File: config.mk
export PLATFORM = sky130hd
export DESIGN_NAME = hamming_radius_count_core
export DESIGN_NICKNAME = d
export VERILOG_FILES = /design/src/rtl/core/hrc_pkg.sv /design/src/rtl/core/hamming_radius_count_core.sv
export SDC_FILE = /design/constraint.sdc
export NUM_CORES = 1
export LEC_CHECK = 0
export ABC_AREA = 1
export BUFFER_PORTS_ARGS = -buffer_cell sky130_fd_sc_hd__buf_2
export CAP_MARGIN = 20
export CORE_MARGIN = 2
export CORE_UTILIZATION = 55
export DETAILED_ROUTE_END_ITERATION = 10
export GPL_ROUTABILITY_DRIVEN = 0
export PLACE_DENSITY = 0.71
export SETUP_SLACK_MARGIN = 0.2
export SYNTH_ARGS = -nofsm -noshare
export SYNTH_HDL_FRONTEND = slang
export SYNTH_SLANG_ARGS = --single-unit
File: constraint.sdc
create_clock -name clk_i -period 15.5 [get_ports clk_i]
set_input_delay 0.775 -clock clk_i [delete_from_list [all_inputs] [get_ports clk_i]]
set_output_delay 0.775 -clock clk_i [all_outputs]
set_load 0.1 [all_outputs]
File: src/rtl/core/hrc_pkg.sv
// shared types and constants for the hamming radius count core
`default_nettype none

package hrc_pkg;

  localparam int MaxEntries = 16;
  localparam int VectorBits = 64;

  localparam int IdxW   = 4;   // entry index / load slot width
  localparam int CntW   = 5;   // entry count, 0 .. MaxEntries
  localparam int DistW  = 7;   // distance, 0 .. VectorBits
  localparam int FitW   = 5;   // signed fitness
  localparam int RadW   = 7;   // radius register
  localparam int LaneW  = 8;   // popcount lane width
  localparam int NumLanes = VectorBits / LaneW;
  localparam int LaneCntW = 4; // 0 .. LaneW

  localparam int InDataW  = 72; // slot + vector, padded to bytes
  localparam int OutDataW = 24; // index + distance + flag + fitness, padded
  localparam int CfgDataW = 7;

  typedef enum logic [0:0] {
    OP_LOAD = 1'b0,
    OP_EVAL = 1'b1
  } op_e;

  typedef enum logic [0:0] {
    REG_RADIUS    = 1'b0,
    REG_SET_COUNT = 1'b1
  } reg_e;

  typedef enum logic [0:0] {
    ST_IDLE  = 1'b0,
    ST_ISSUE = 1'b1
  } state_e;

endpackage

`default_nettype wire

File: src/rtl/core/hamming_radius_count_core.sv
// hamming radius count core: reference store, compare sequencer and popcount pipeline
//
// usage
//   s_axis: one item per handshake. tuser is the operation, tdata holds the
//   store slot and the bit vector. a load writes the vector into its slot and
//   gives no result. an eval compares the vector with entries 0 .. set_count-1
//   (set_count saturates at 16) and gives one result item per entry on m_axis,
//   tlast marking the final one, which also carries the fitness (negated
//   count of entries within the radius).
//   cfg: index 0 = radius, index 1 = set_count; to be written while the core idles (the core does not enforce this).
//   throughput: after an eval is taken the input side stays low while the
//   sequencer issues the n compares (n = set_count clipped to 16), one compare
//   per cycle over the single store read port while the output does not stall; a load does not block the input.
//   pipeline: from issue a compare passes the store read, xor + lane popcount,
//   sum + radius compare and output registers, in that order, to reach m_axis.
//   reset: control clears, radius = 0, set_count = 16; the store holds
//   nothing meaningful until loaded.
//   stall: when m_axis_tready is low with a result waiting, the whole pipe and the
//   issuing sequencer freeze (an idle core still takes items); nothing is dropped or repeated.
`default_nettype none

module hamming_radius_count_core
  import hrc_pkg::*;
(
  input  wire logic                clk_i,
  input  wire logic                rst_ni,
  // input items
  input  wire logic                s_axis_tvalid,
  output logic                     s_axis_tready,
  input  wire logic [InDataW-1:0]  s_axis_tdata,  // entry_slot[3:0], bit_vector[67:4], zero pad
  input  wire logic                s_axis_tuser,  // operation
  // result items
  output logic                     m_axis_tvalid,
  input  wire logic                m_axis_tready,
  output logic [OutDataW-1:0]      m_axis_tdata,  // entry_index[3:0], distance[10:4],
                                                  // within_radius[11], fitness[16:12], zero pad
  output logic                     m_axis_tlast,  // last
  // configuration writes
  input  wire logic                cfg_valid_i,
  output logic                     cfg_ready_o,
  input  wire logic                cfg_index_i,
  input  wire logic [CfgDataW-1:0] cfg_data_i
);

  // ---------------------------------------------------------------------------
  // configuration registers
  // ---------------------------------------------------------------------------
  logic [RadW-1:0] radius_q;
  logic [CntW-1:0] set_count_q;

  assign cfg_ready_o = 1'b1;

  always_ff @(posedge clk_i or negedge rst_ni) begin
    if (!rst_ni) begin
      radius_q    <= '0;
      set_count_q <= CntW'(MaxEntries);
    end else if (cfg_valid_i) begin
      unique case (reg_e'(cfg_index_i))
        REG_RADIUS:    radius_q    <= cfg_data_i[RadW-1:0];
        REG_SET_COUNT: set_count_q <= cfg_data_i[CntW-1:0];
        default: ;
      endcase
    end
  end

  // ---------------------------------------------------------------------------
  // input unpack and pipe advance
  // ---------------------------------------------------------------------------
  logic [IdxW-1:0]       in_slot;
  logic [VectorBits-1:0] in_vec;
  logic                  in_acc;
  logic                  adv;     // whole pipe moves one step
  logic                  out_v_q;

  assign in_slot = s_axis_tdata[IdxW-1:0];
  assign in_vec  = s_axis_tdata[IdxW +: VectorBits];
  assign adv     = !out_v_q || m_axis_tready;

  // set_count clipped to the store depth
  logic [CntW-1:0] n_sat;
  assign n_sat = (set_count_q > CntW'(MaxEntries)) ? CntW'(MaxEntries) : set_count_q;

  // ---------------------------------------------------------------------------
  // sequencer: walks entries 0 .. n-1, one compare per advancing cycle
  // ---------------------------------------------------------------------------
  state_e                state_q, state_d;
  logic [IdxW-1:0]       idx_q, idx_d;
  logic [IdxW-1:0]       last_idx_q, last_idx_d;
  logic [VectorBits-1:0] cand_q, cand_d;
  logic                  issue;
  logic                  issue_last;

  assign issue_last = (idx_q == last_idx_q);

  always_comb begin
    state_d       = state_q;
    idx_d         = idx_q;
    last_idx_d    = last_idx_q;
    cand_d        = cand_q;
    s_axis_tready = 1'b0;
    issue         = 1'b0;
    in_acc        = 1'b0;
    unique case (state_q)
      ST_IDLE: begin
        s_axis_tready = 1'b1;
        in_acc        = s_axis_tvalid;
        // an eval with an empty set gives nothing and stays idle
        if (s_axis_tvalid && (op_e'(s_axis_tuser) == OP_EVAL) && (n_sat != '0)) begin
          state_d    = ST_ISSUE;
          idx_d      = '0;
          last_idx_d = IdxW'(n_sat - CntW'(1));
          cand_d     = in_vec;
        end
      end
      ST_ISSUE: begin
        issue = adv;
        if (adv) begin
          idx_d = idx_q + IdxW'(1);
          if (issue_last) begin
            state_d = ST_IDLE;
          end
        end
      end
      default: state_d = ST_IDLE;
    endcase
  end

  always_ff @(posedge clk_i or negedge rst_ni) begin
    if (!rst_ni) begin
      state_q <= ST_IDLE;
    end else begin
      state_q <= state_d;
    end
  end

  always_ff @(posedge clk_i) begin
    idx_q      <= idx_d;
    last_idx_q <= last_idx_d;
    cand_q     <= cand_d;
  end

  // ---------------------------------------------------------------------------
  // reference store: written by load items, read once per issue
  // ---------------------------------------------------------------------------
  logic [VectorBits-1:0] store_mem [MaxEntries];
  logic [VectorBits-1:0] rd1_q;

  always_ff @(posedge clk_i) begin
    if (in_acc && (op_e'(s_axis_tuser) == OP_LOAD)) begin
      store_mem[in_slot] <= in_vec;
    end
    if (issue) begin
      rd1_q <= store_mem[idx_q];
    end
  end

  // ---------------------------------------------------------------------------
  // stage 1: store read data, candidate, tags
  // ---------------------------------------------------------------------------
  logic                  v1_q;
  logic [VectorBits-1:0] cand1_q;
  logic [IdxW-1:0]       idx1_q;
  logic                  last1_q;

  always_ff @(posedge clk_i or negedge rst_ni) begin
    if (!rst_ni) begin
      v1_q <= 1'b0;
    end else if (adv) begin
      v1_q <= issue;
    end
  end

  always_ff @(posedge clk_i) begin
    if (issue) begin
      cand1_q <= cand_q;
      idx1_q  <= idx_q;
      last1_q <= issue_last;
    end
  end

  // ---------------------------------------------------------------------------
  // stage 2: xor and per-lane popcount
  // ---------------------------------------------------------------------------
  function automatic logic [LaneCntW-1:0] lane_pop(input logic [LaneW-1:0] b);
    logic [LaneCntW-1:0] c;
    c = '0;
    for (int k = 0; k < LaneW; k++) begin
      c = c + LaneCntW'(b[k]);
    end
    return c;
  endfunction

  logic [VectorBits-1:0] diff1;
  logic                  v2_q;
  logic [LaneCntW-1:0]   lane2_q [NumLanes];
  logic [IdxW-1:0]       idx2_q;
  logic                  last2_q;

  assign diff1 = rd1_q ^ cand1_q;

  always_ff @(posedge clk_i or negedge rst_ni) begin
    if (!rst_ni) begin
      v2_q <= 1'b0;
    end else if (adv) begin
      v2_q <= v1_q;
    end
  end

  always_ff @(posedge clk_i) begin
    if (adv && v1_q) begin
      for (int l = 0; l < NumLanes; l++) begin
        lane2_q[l] <= lane_pop(diff1[l*LaneW +: LaneW]);
      end
      idx2_q  <= idx1_q;
      last2_q <= last1_q;
    end
  end

  // ---------------------------------------------------------------------------
  // stage 3: lane sum and radius compare
  // ---------------------------------------------------------------------------
  logic [DistW-1:0] dist2;
  logic             v3_q;
  logic [DistW-1:0] dist3_q;
  logic             hit3_q;
  logic [IdxW-1:0]  idx3_q;
  logic             last3_q;

  always_comb begin
    dist2 = '0;
    for (int l = 0; l < NumLanes; l++) begin
      dist2 = dist2 + DistW'(lane2_q[l]);
    end
  end

  always_ff @(posedge clk_i or negedge rst_ni) begin
    if (!rst_ni) begin
      v3_q <= 1'b0;
    end else if (adv) begin
      v3_q <= v2_q;
    end
  end

  always_ff @(posedge clk_i) begin
    if (adv && v2_q) begin
      dist3_q <= dist2;
      hit3_q  <= (dist2 <= radius_q);
      idx3_q  <= idx2_q;
      last3_q <= last2_q;
    end
  end

  // ---------------------------------------------------------------------------
  // output register and covered-count accumulator
  // ---------------------------------------------------------------------------
  logic [CntW-1:0]  cov_q, cov_d;
  logic [CntW-1:0]  cov_sum;
  logic [IdxW-1:0]  o_idx_q;
  logic [DistW-1:0] o_dist_q;
  logic             o_hit_q;
  logic [FitW-1:0]  o_fit_q;
  logic             o_last_q;

  assign cov_sum = cov_q + CntW'(hit3_q);
  assign cov_d   = last3_q ? '0 : cov_sum;

  always_ff @(posedge clk_i or negedge rst_ni) begin
    if (!rst_ni) begin
      out_v_q <= 1'b0;
      cov_q   <= '0;
    end else if (adv) begin
      out_v_q <= v3_q;
      if (v3_q) begin
        cov_q <= cov_d;
      end
    end
  end

  always_ff @(posedge clk_i) begin
    if (adv && v3_q) begin
      o_idx_q  <= idx3_q;
      o_dist_q <= dist3_q;
      o_hit_q  <= hit3_q;
      o_fit_q  <= last3_q ? FitW'(CntW'(0) - cov_sum) : '0;
      o_last_q <= last3_q;
    end
  end

  assign m_axis_tvalid = out_v_q;
  assign m_axis_tlast  = o_last_q;
  assign m_axis_tdata  = {(OutDataW - IdxW - DistW - 1 - FitW)'(0),
                          o_fit_q, o_hit_q, o_dist_q, o_idx_q};

`ifndef SYNTHESIS
  // an eval with entries to compare starts the walk at entry zero
  a_eval_start: assert property (@(posedge clk_i) disable iff (!rst_ni)
    (s_axis_tvalid && s_axis_tready && s_axis_tuser && (n_sat != '0))
    |=> (state_q == ST_ISSUE) && (idx_q == '0))
    else $error("eval did not start the compare walk");

  // the walk never runs past the last entry of the run
  a_idx_bound: assert property (@(posedge clk_i) disable iff (!rst_ni)
    (state_q == ST_ISSUE) |-> (idx_q <= last_idx_q))
    else $error("compare index ran past the last entry");

  // earlier results of a run carry zero fitness
  a_fit_zero: assert property (@(posedge clk_i) disable iff (!rst_ni)
    (out_v_q && !o_last_q) |-> (o_fit_q == '0))
    else $error("fitness set on a result that is not the last");

  // distance cannot exceed the vector width
  a_dist_range: assert property (@(posedge clk_i) disable iff (!rst_ni)
    out_v_q |-> (o_dist_q <= DistW'(VectorBits)))
    else $error("distance out of range");
`endif

endmodule

`default_nettype wire

* Word-level counts from Yosys, hierarchy flattened
Memories as Yosys holds them, arrays and structs flattened. A register that Yosys moved wholly into a read port is not among the register bits.
Index checks and enable logic that the tools add are counted.
** Storage, ports and cells
- Memories kept :: 2
- Input bits :: 86
- Bits in registers :: 199
- Bits in read-only memories :: 0
- Latch bits :: 0
- Output and inout bits :: 28
- Bits in writable memories :: 1056
** Memories
- store_mem :: depth 16, width 64, read ports 1, clocked after Yosys merged registers in 1, wr ports 1, line hamming_radius_count_core.sv:145 : logic [VectorBits-1:0] store_mem [MaxEntries];
- lane2_q :: depth 8, width 4, read ports 8, clocked after Yosys merged registers in 0, wr ports 8, line hamming_radius_count_core.sv:195 : logic [LaneCntW-1:0] lane2_q [NumLanes];
** Operators by class
- Mux-type cells :: 16
- Div/mod/pow operators :: 0
- Bitwise operators :: 4
- $add $sub $neg :: 67
- Reduce and logical (&&, ||, !) cells :: 14
- Equal/unequal tests :: 3
- Shift-type cells :: 0
- Multipliers :: 0
- $lt $le $gt $ge :: 2
** Operator list (count)
- 4-bit by 1-bit adder with 4-bit output :: 32
- 64-bit bitwise XOR :: 1
- 3-bit by 1-bit adder with 4-bit output :: 8
- 7-bit by 4-bit adder with 7-bit output :: 4
- 2-bit by 1-bit adder with 3-bit output :: 8
- 1-bit by 1-bit adder with 2-bit output :: 8
- 1-bit two-way mux :: 10
- 5-bit two-way mux :: 2
- 2-bit AND reduction :: 5
- 4-bit two-way mux :: 2
- 4-bit one-hot mux with 2 select lines :: 1
- 6-bit by 4-bit adder with 7-bit output :: 1
- 7-bit <= comparator :: 1
- 5-bit by 4-bit adder with 6-bit output :: 1
- 1-bit logical AND :: 6
- 4-bit by 4-bit adder with 5-bit output :: 1
- 5-bit by 1-bit adder with 5-bit output :: 1
- 5-bit greater-than comparator (second input constant) :: 1
- 5-bit nonzero test :: 1
- 1-bit by 5-bit subtractor with 5-bit output (first input constant) :: 1
- 4-bit by 1-bit adder with 4-bit output (second input constant) :: 1
- 4-bit equality test :: 1
- 2-bit inequality test (second input constant) :: 2
- 4-bit by 1-bit subtractor with 4-bit output (second input constant) :: 1
- other kinds (4) :: 6

* Depth between registers and ports, before layout
Gate-level depths: netlist of the first run.
An unclocked memory read counts as a cell.
- Depth in word-level cells :: 9
- Gate-level depth with buffers :: 18
- Mapped depth without buffers :: 18

* Worst setup path before layout of the first run
OpenSTA, ideal clock, no wires.
- Path type :: reg2reg
- From :: register state_q
- To :: register idx_q[0], enable pin
- Clock period less this slack :: 7.502 ns
- Setup time :: 0.329 ns
- Cell stages (with the launch flop) :: 5
- Buffers on the path :: 0
- Arrival time :: 7.172 ns
- Slack :: 7.998 ns
- Cells stage by stage :: dfrtp_1 -> inv_1 -> nor2_1 -> inv_1 -> nand2_1
** Between the ends
- Cells in the longest elaborated chain, start to end :: 3
- Elaborated cells on any way between the ends :: 4
** RTL lines
- start: declaration :: line hamming_radius_count_core.sv:86 : state_e state_q, state_d;
- start signal: assignment :: line hamming_radius_count_core.sv:132 : state_q <= state_d;
- 1-bit inverter
- 2-bit inequality test (no line)
- 2-bit AND reduction (no line) *
- end signal: assignment :: line hamming_radius_count_core.sv:137 : idx_q <= idx_d;
- end: declaration :: line hamming_radius_count_core.sv:87 : logic [IdxW-1:0] idx_q, idx_d;
Every way passes the cells marked *; elsewhere a longest branch is shown, timed or not.
A chain may end at the register's enable or synchronous reset.

==> run_results.csv, run 1 <==
group,metric,value,unit
sta,relSlewSlack,21.1,%
pwr,power.internal,8.57,mW
worst_setup_path,cp_top_family,"adder cells",
place,post-dp-hpwl,61.4,mm
logic_synthesis,yosys.area.top_type,"edfxtp_1",
clocking,postCtsSetupRepairBufs,0,
logic_synthesis,yosys.area_share.adder,2.93,%
logic_synthesis,synth_xor_area_share,1.21,%
pwr,power.share.clock,21.5,%
worst_setup_path,crit_path_end_kind,"flip-flop",
logic_synthesis,synth_mux_area_share,0,%
global_route,grt_pass1_wl,193,mm
pwr,vdd_drop_max,0.375,mV
logic_synthesis,avgSynthCellArea,11.4,um2
worst_setup_path,cp.required,15.97,ns
worst_setup_path,cp_common_cell,"fa_1",
worst_setup_path,path_max_fanout,3,
route,ant_nets,0,
finish,drive_above_1_share,6.88,%
clocking,clk_latency,0.73,ns
sta,worst_slew_pin_slew,1.18,ns
pwr,switching_share,39.6,%
route,drt-pass1-iter-count,5,
floorplan,rows,116,
finish,nets,5159,
pwr,power,14.2,mW
worst_setup_path,cp_slowest_stage_delay,0.55,ns
pwr,power.switching,5.61,mW
sta,setup_violations,0,
logic_synthesis,ys_seq_elements,1319,
place,numPortBuffers,101,
worst_setup_path,startpoint_type,"flip-flop",
worst_hold_path,hold_class,"in -> async",
route,wl,127,mm
logic_synthesis,ys_types,26,
pwr,power.static_leakage,25.8,nW
clocking,root_buffer,"clkbuf_16",
logic_synthesis,yosys_warnings,0,
sta,period_share,28.2,%
clocking,cts_buffers,134,
clocking,ctsHoldBuffers,0,
finish,syn_to_final_growth,10.5,%
worst_setup_path,path_class,"reg -> reg",
logic_synthesis,synthSimpleGateAreaFrac,16.9,%
route,drc,0,
worst_setup_path,cp_slowest_cell,"fa_1",
global_route,grt_overflow,0,
clocking,cts_buffer_depth,3,
clocking,cts.clk_slew.worst_paths,0.06,ns
run,drv_cap,0,
logic_synthesis,synth-compound-area-share,0.324,%
route,viasPerCell,5.31,
global_route,grt_pass1_vias,33200,
floorplan,core,100000,um2
sta,rsz0062_at_grt,"no",
floorplan,initial_utilization,55.7,%
clocking,cts_tree,"built",
floorplan,ios,114,
worst_setup_path,cp_cell_sequence,"inv_1 -> fa_1 -> inv_1 -> fa_1 -> fa_1 -> fa_1 -> ha_1 -> fa_1 -> nand3_1 -> nand2_1 -> ha_1 -> nand2_1 -> nor2_1 -> nand2_1 -> nand3_1 -> nand2_1",
floorplan,die_area,104000,um2
outcome,status,"complete, no violations",
floorplan,die_w,323,um
logic_synthesis,yosysTopAreaCellShare,69.6,%
clocking,h-tree-depth,4,
route,drt_iter0_drc,3862,
logic_synthesis,post_synth_inst_count,4906,
clocking,cts-resized-gates,0,
sta,min_period,4.36,ns
sta,hold_violations,0,
logic_synthesis,ys_seq_area_share,70.6,%
worst_setup_path,critical_path_arrival,4.83,ns
logic_synthesis,synthFlopType,"edfxtp_1",
logic_synthesis,synth_edf_count,1297,
clocking,numClockSinks,1319,
logic_synthesis,synth_top_family_by_area,"simple AND/OR/NAND/NOR gates",
sta,slew_violations,0,
pwr,combPwrFrac,45.0,%
route,post_drt_wl_per_cell,19.7,um
worst_setup_path,worst-path-buf-inv,2,
floorplan,die_h,323,um
sta,setup_tns,0,ns
logic_synthesis,netlist_area,55900,um2
logic_synthesis,yosysMostFrequentCell,"nand2_1",
logic_synthesis,synthArstFlopShare,1.67,%
logic_synthesis,synth.area.top_cells,"edfxtp_1 (70%), nand2_1 (9.5%), nand3_1 (7.1%)",
global_route,grt_max_degree,196,
pwr,seq_power_share,33.5,%
route,vias,34200,
global_route,grt_antenna_before_repair,18,
pwr,p_per_area,229,nW/um2
global_route,grt_usage,24.8,%
logic_synthesis,netlist_top_cells_count,"nand2_1 (1416), edfxtp_1 (1297), inv_1 (902), nand3_1 (790), buf_2 (159)",
finish,fillCellCount,7521,
sta,max_freq,229,MHz
sta,finClkSkew,0.0284,ns
-- kinds of logic (layout without fill, tap and decap cells) --
| family | after synthesis | in the layout |
|---|---|---|
| compound gates | 34 | 34 |
| xor+xnor | 77 | 77 |
| fa+ha+maj | 98 | 98 |
| buf+inv | 1127 | 1290 |
| flops | 1319 | 1319 |
| other cells | 2 | 14 |
| simple gates | 2249 | 2249 |
-- flip-flops by register name (all words and copies together) (netlist names), 5 cells and up --
name	count
dist3_q	7
cand_q	64
o_fit_q	5
store_mem	1024
o_dist_q	7
cand1_q	64
cov_q	5
lane2_q	32
radius_q	7
set_count_q	5
rd1_q	64
-- area by class of cell --
type                    count  area, um2  share of cell area, %
diodes                      6       15.0                 0.0243
well taps                1357       1700                   2.75
repair buffers            150        996                   1.61
inverters                 904       3420                   5.53
clock inverters            68        538                  0.870
clock buffers             168       3550                   5.75
flip-flops and latches   1319      39500                   63.9
multi-input cells        2466      12100                   19.6
-- metal layers --
layer	share of wire, %	vias to the layer above	wire, um	GRT usage [%]
met5	0.061	-	77	0
met4	3.2	12	4010	9.51
met3	8.1	277	10300	3.75
met2	49	1450	61700	41.7
met1	40	16300	51000	32.7
li1	-	16100	-	-
-- metrics by stage --
step | cells | util [%] | worst slack, ns | cell area [um2] | hold slack [ns]
6_report | 6438 | 61.6 | 11.14 | 61800 | 0.0346
5_1_grt | 6437 | 61.6 | 10.62 | 61800 | 0.0528
4_1_cts | 6427 | 61.4 | 10.94 | 61700 | 0.00493
3_5_place_dp | 6191 | 57.4 | 10.97 | 57600 | 0.405
3_3_place_gp | 6190 | 57.3 | 10.97 | 57600 | 0.400
2_1_floorplan | 4912 | - | 8.00 | 56000 | 0.400
-- cell usage in the layout, fill, tap and decap left out --
master	n
nand3b_1	1
buf_16	3
bufinv_16	8
conb_1	8
o21ai_0	18
clkbuf_16	137
dfstp_2	1
a21boi_0	1
buf_4	41
clkinvlp_4	4
buf_2	101
inv_1	899
inv_4	2
fa_1	55
dfrtp_1	21
a21oi_1	10
nand4_1	4
o21bai_1	2
ha_1	43
nor2_4	18
xnor2_1	61
clkbuf_1	30
o22ai_1	3
diode_2	6
nand2_1	1416
clkinv_4	2
inv_6	6
buf_12	5
nor2_1	17
inv_8	2
clkbuf_8	1
nor4_1	1
edfxtp_1	1297
nor3_1	2
nand3_1	790
clkinv_2	18
clkinv_1	31
xor2_1	16
-- path summary, 6_finish.rpt --
kind	to	start	cells after the start	slack (ns)
max in group asynchronous	set_count_q[4]$_DFFE_PN1P_	rst_ni	1	15.10
worst min register to register	cand1_q[46]$_DFFE_PP_	cand_q[46]$_DFFE_PP_	0	0.41
min in group clk_i	radius_q[6]$_DFFE_PN0P_	cfg_data_i[6]	3	0.31
worst max-delay path	hit3_q$_DFFE_PP_	lane2_q[1][14]$_DFFE_PP_	16	11.14
worst min-delay path	radius_q[3]$_DFFE_PN0P_	rst_ni	1	0.03
worst max register to register	hit3_q$_DFFE_PP_	lane2_q[1][14]$_DFFE_PP_	16	11.14
-- power by group through the flow --
stage / Combinational, mW / Clock (mW) / Sequential, mW
final: 6.38 / 3.05 / 4.75
after global routing: 7.11 / 3.23 / 4.78
after CTS: 6.36 / 3.09 / 4.75
after detailed placement: 6.28 / 0 / 4.82
after global placement: 6.04 / 0 / 4.81
after floorplan: 4.15 / 0 / 4.97
Note: power is estimated with default switching activity, not from simulation.
==> run 2: changes to the inputs <==
--- a/config.mk
+++ b/config.mk
@@ -12,7 +12,7 @@
 export CORE_UTILIZATION = 55
 export DETAILED_ROUTE_END_ITERATION = 10
 export GPL_ROUTABILITY_DRIVEN = 0
-export PLACE_DENSITY = 0.71
+export PLACE_DENSITY = 0.74
 export SETUP_SLACK_MARGIN = 0.2
 export SYNTH_ARGS = -nofsm -noshare
 export SYNTH_HDL_FRONTEND = slang
==> constraint.sdc (replaced) <==
create_clock -name clk_i -period 3.8 [get_ports clk_i]
set_input_delay 0.19 -clock clk_i [delete_from_list [all_inputs] [get_ports clk_i]]
set_output_delay 0.19 -clock clk_i [all_outputs]
set_load 0.1 [all_outputs]
==> run 2 against run 1 <==
The flow now finishes with violations (negative setup slack); clock skew decreased by 0.0054 ns; flip-flop and latch count is the same; routed wire length is 2.4% higher; total power grew to 4.1 times the previous value; global-route usage rose by 0.42 points; count of clock-buffer cells in the layout is 1 lower; critical path depth fell by 1; maximum frequency grew 7.5%; worst hold slack improved by 0.055 ns; worst setup slack got worse by 11 ns; sequential share of layout area decreased by 1.3 points; first-iteration DRC count rose by 17%; critical endpoint unchanged.
==> run_results.csv, run 2 (same netlist as run 1, synthesis figures left out) <==
group,metric,value,unit
outcome,status,"finished with violations",
outcome,violations,"negative setup slack",
finish,nets,5264,
route,wl,130,mm
pwr,vdd_drop_max,1.99,mV
clocking,cts_tree,"built",
sta,relSlewSlack,37.2,%
pwr,power.switching,22.5,mW
sta,setup_ws,-0.258,ns
worst_setup_path,startpoint_type,"flip-flop",
route,drt_iter0_drc,4532,
worst_setup_path,path_class,"reg -> reg",
sta,finClkSkew,0.0230,ns
route,post_drt_wl_per_cell,19.9,um
route,drt-pass1-iter-count,6,
finish,largest_reg_flops,1024,
clocking,numClockSinks,1319,
pwr,combPwrFrac,44.7,%
finish,stdcell_count,6540,
place,placed_area,58100,um2
worst_setup_path,cp.required,4.31,ns
worst_hold_path,hold_class,"in -> reg",
floorplan,ios,114,
clocking,clk_latency,0.75,ns
floorplan,initial_utilization,55.7,%
finish,drive_above_1_share,7.36,%
clocking,root_buffer,"clkbuf_16",
sta,fin_hold_ws,0.0892,ns
sta,rsz0062_at_grt,"yes",
place,numPortBuffers,101,
sta,setup_tns,-0.258,ns
route,viasPerCell,5.41,
global_route,grt_max_degree,152,
worst_setup_path,worst-r2r-setup-slack,-0.26,ns
pwr,switching_share,39.0,%
pwr,power,57.7,mW
worst_setup_path,crit_path_end_kind,"flip-flop",
clocking,cts_buffers,133,
finish,regMostFlops,"store_mem",
pwr,seq_power_share,33.6,%
finish,fin_util,62.8,%
pwr,p_per_area,915,nW/um2
floorplan,die_w,323,um
floorplan,core,100000,um2
worst_setup_path,critical_path_arrival,4.56,ns
finish,syn_to_final_growth,12.9,%
pwr,power.share.clock,21.7,%
place,dp_cells,6217,
pwr,power.internal,35.2,mW
pwr,power.static_leakage,26.3,nW
clocking,cts.clk_slew.worst_paths,0.07,ns
floorplan,die_area,104000,um2
clocking,cts_buffer_depth,3,
global_route,grt_pass1_wl,198,mm
route,vias,35400,
global_route,grt_usage,25.2,%
route,ant_nets,0,
clocking,h-tree-depth,4,
finish,final_common_cell,"nand2_1",
sta,max_freq,246,MHz
sta,hold_violations,0,
sta,slew_violations,0,
sta,period_share,107,%
route,drc,0,
worst_setup_path,path_max_fanout,2,
global_route,grt_overflow,0,
place,post-dp-hpwl,66.2,mm
finish,final_cell_mix,"nand2_1 (1416), edfxtp_1 (1297), inv_1 (899)",
place,dpl_worst_slack,-0.349,ns
run,drv_cap,0,
global_route,grt_pass1_vias,34400,
sta,setup_violations,1,
floorplan,rows,116,
sta,worst_slew_pin_slew,0.942,ns
finish,fillCellCount,7314,
floorplan,die_h,323,um
global_route,grt_antenna_before_repair,10,
finish,postLayoutCellArea,63100,um2
sta,min_period,4.06,ns
run 2: changes by cell type in the layout (fill, tap and decap cells not counted), sizes merged:
cell	change
dlygate4sd3	+83
diode	-2
clkinvlp	-4
buf	+23
bufinv	-1
clkinv	+1
clkbuf	-1
inv	+3
run 2: worst max-delay path, stage by stage, from the launching register on:
cell	delay [ns]
edfxtp_1	0.32
inv_1	0.05
fa_1	0.53
inv_1	0.06
fa_1	0.55
fa_1	0.44
fa_1	0.45
ha_2	0.20
fa_2	0.35
xor2_1	0.18
ha_1	0.30
nand2_1	0.07
nor2_2	0.12
nand2_1	0.06
nand3_1	0.09
nand2_1	0.05
run 2: worst paths after layout:
check | from | endpoint | cells after the start
max | lane2_q[1][14]$_DFFE_PP_ | hit3_q$_DFFE_PP_ | 15
min | cfg_index_i | radius_q[2]$_DFFE_PN0P_ | 4
max reg2reg | lane2_q[1][14]$_DFFE_PP_ | hit3_q$_DFFE_PP_ | 15
min reg2reg | cand_q[30]$_DFFE_PP_ | cand1_q[30]$_DFFE_PP_ | 0
max in group asynchronous | rst_ni | radius_q[5]$_DFFE_PN0P_ | 5
min in group asynchronous | rst_ni | set_count_q[4]$_DFFE_PN1P_ | 3
run 2: repair_timing:
action	4_1_cts	5_1_grt
endpoints found under the setup margin	1	1
hold buffers	83	0
buffers inserted	0	0
resized for setup	1	1
pin swaps	6	0
hold endpoints to repair	1129	0
run 2: power groups by stage:
stage	combinational, mW	clock [mW]	sequential, mW
after floorplan	17.0	0	20.2
after global placement	24.0	0	19.7
after detailed placement	25.1	0	19.7
after CTS	25.6	12.7	19.4
after global routing	28.8	13.2	19.5
final	25.8	12.5	19.4
run 2: layout make-up:
type	count	area [um2]	area share [%]
multi-input cells	2466	12100	19.2
flip-flops and latches	1319	39500	62.6
diodes	4	10.0	0.0159
clock buffers	167	3510	5.56
clock inverters	67	637	1.01
inverters	904	3420	5.42
repair buffers	256	2210	3.50
well taps	1357	1700	2.69
run 2: routing by layer:
layer  vias up  global-route usage (%)  part of all wire [%]
li1      16300                       -                     -
met1     17100                    35.1                    40
met2      1729                    41.2                    48
met3       260                    3.73                   9.4
met4        12                    8.09                   2.5
met5         -                       0                 0.071
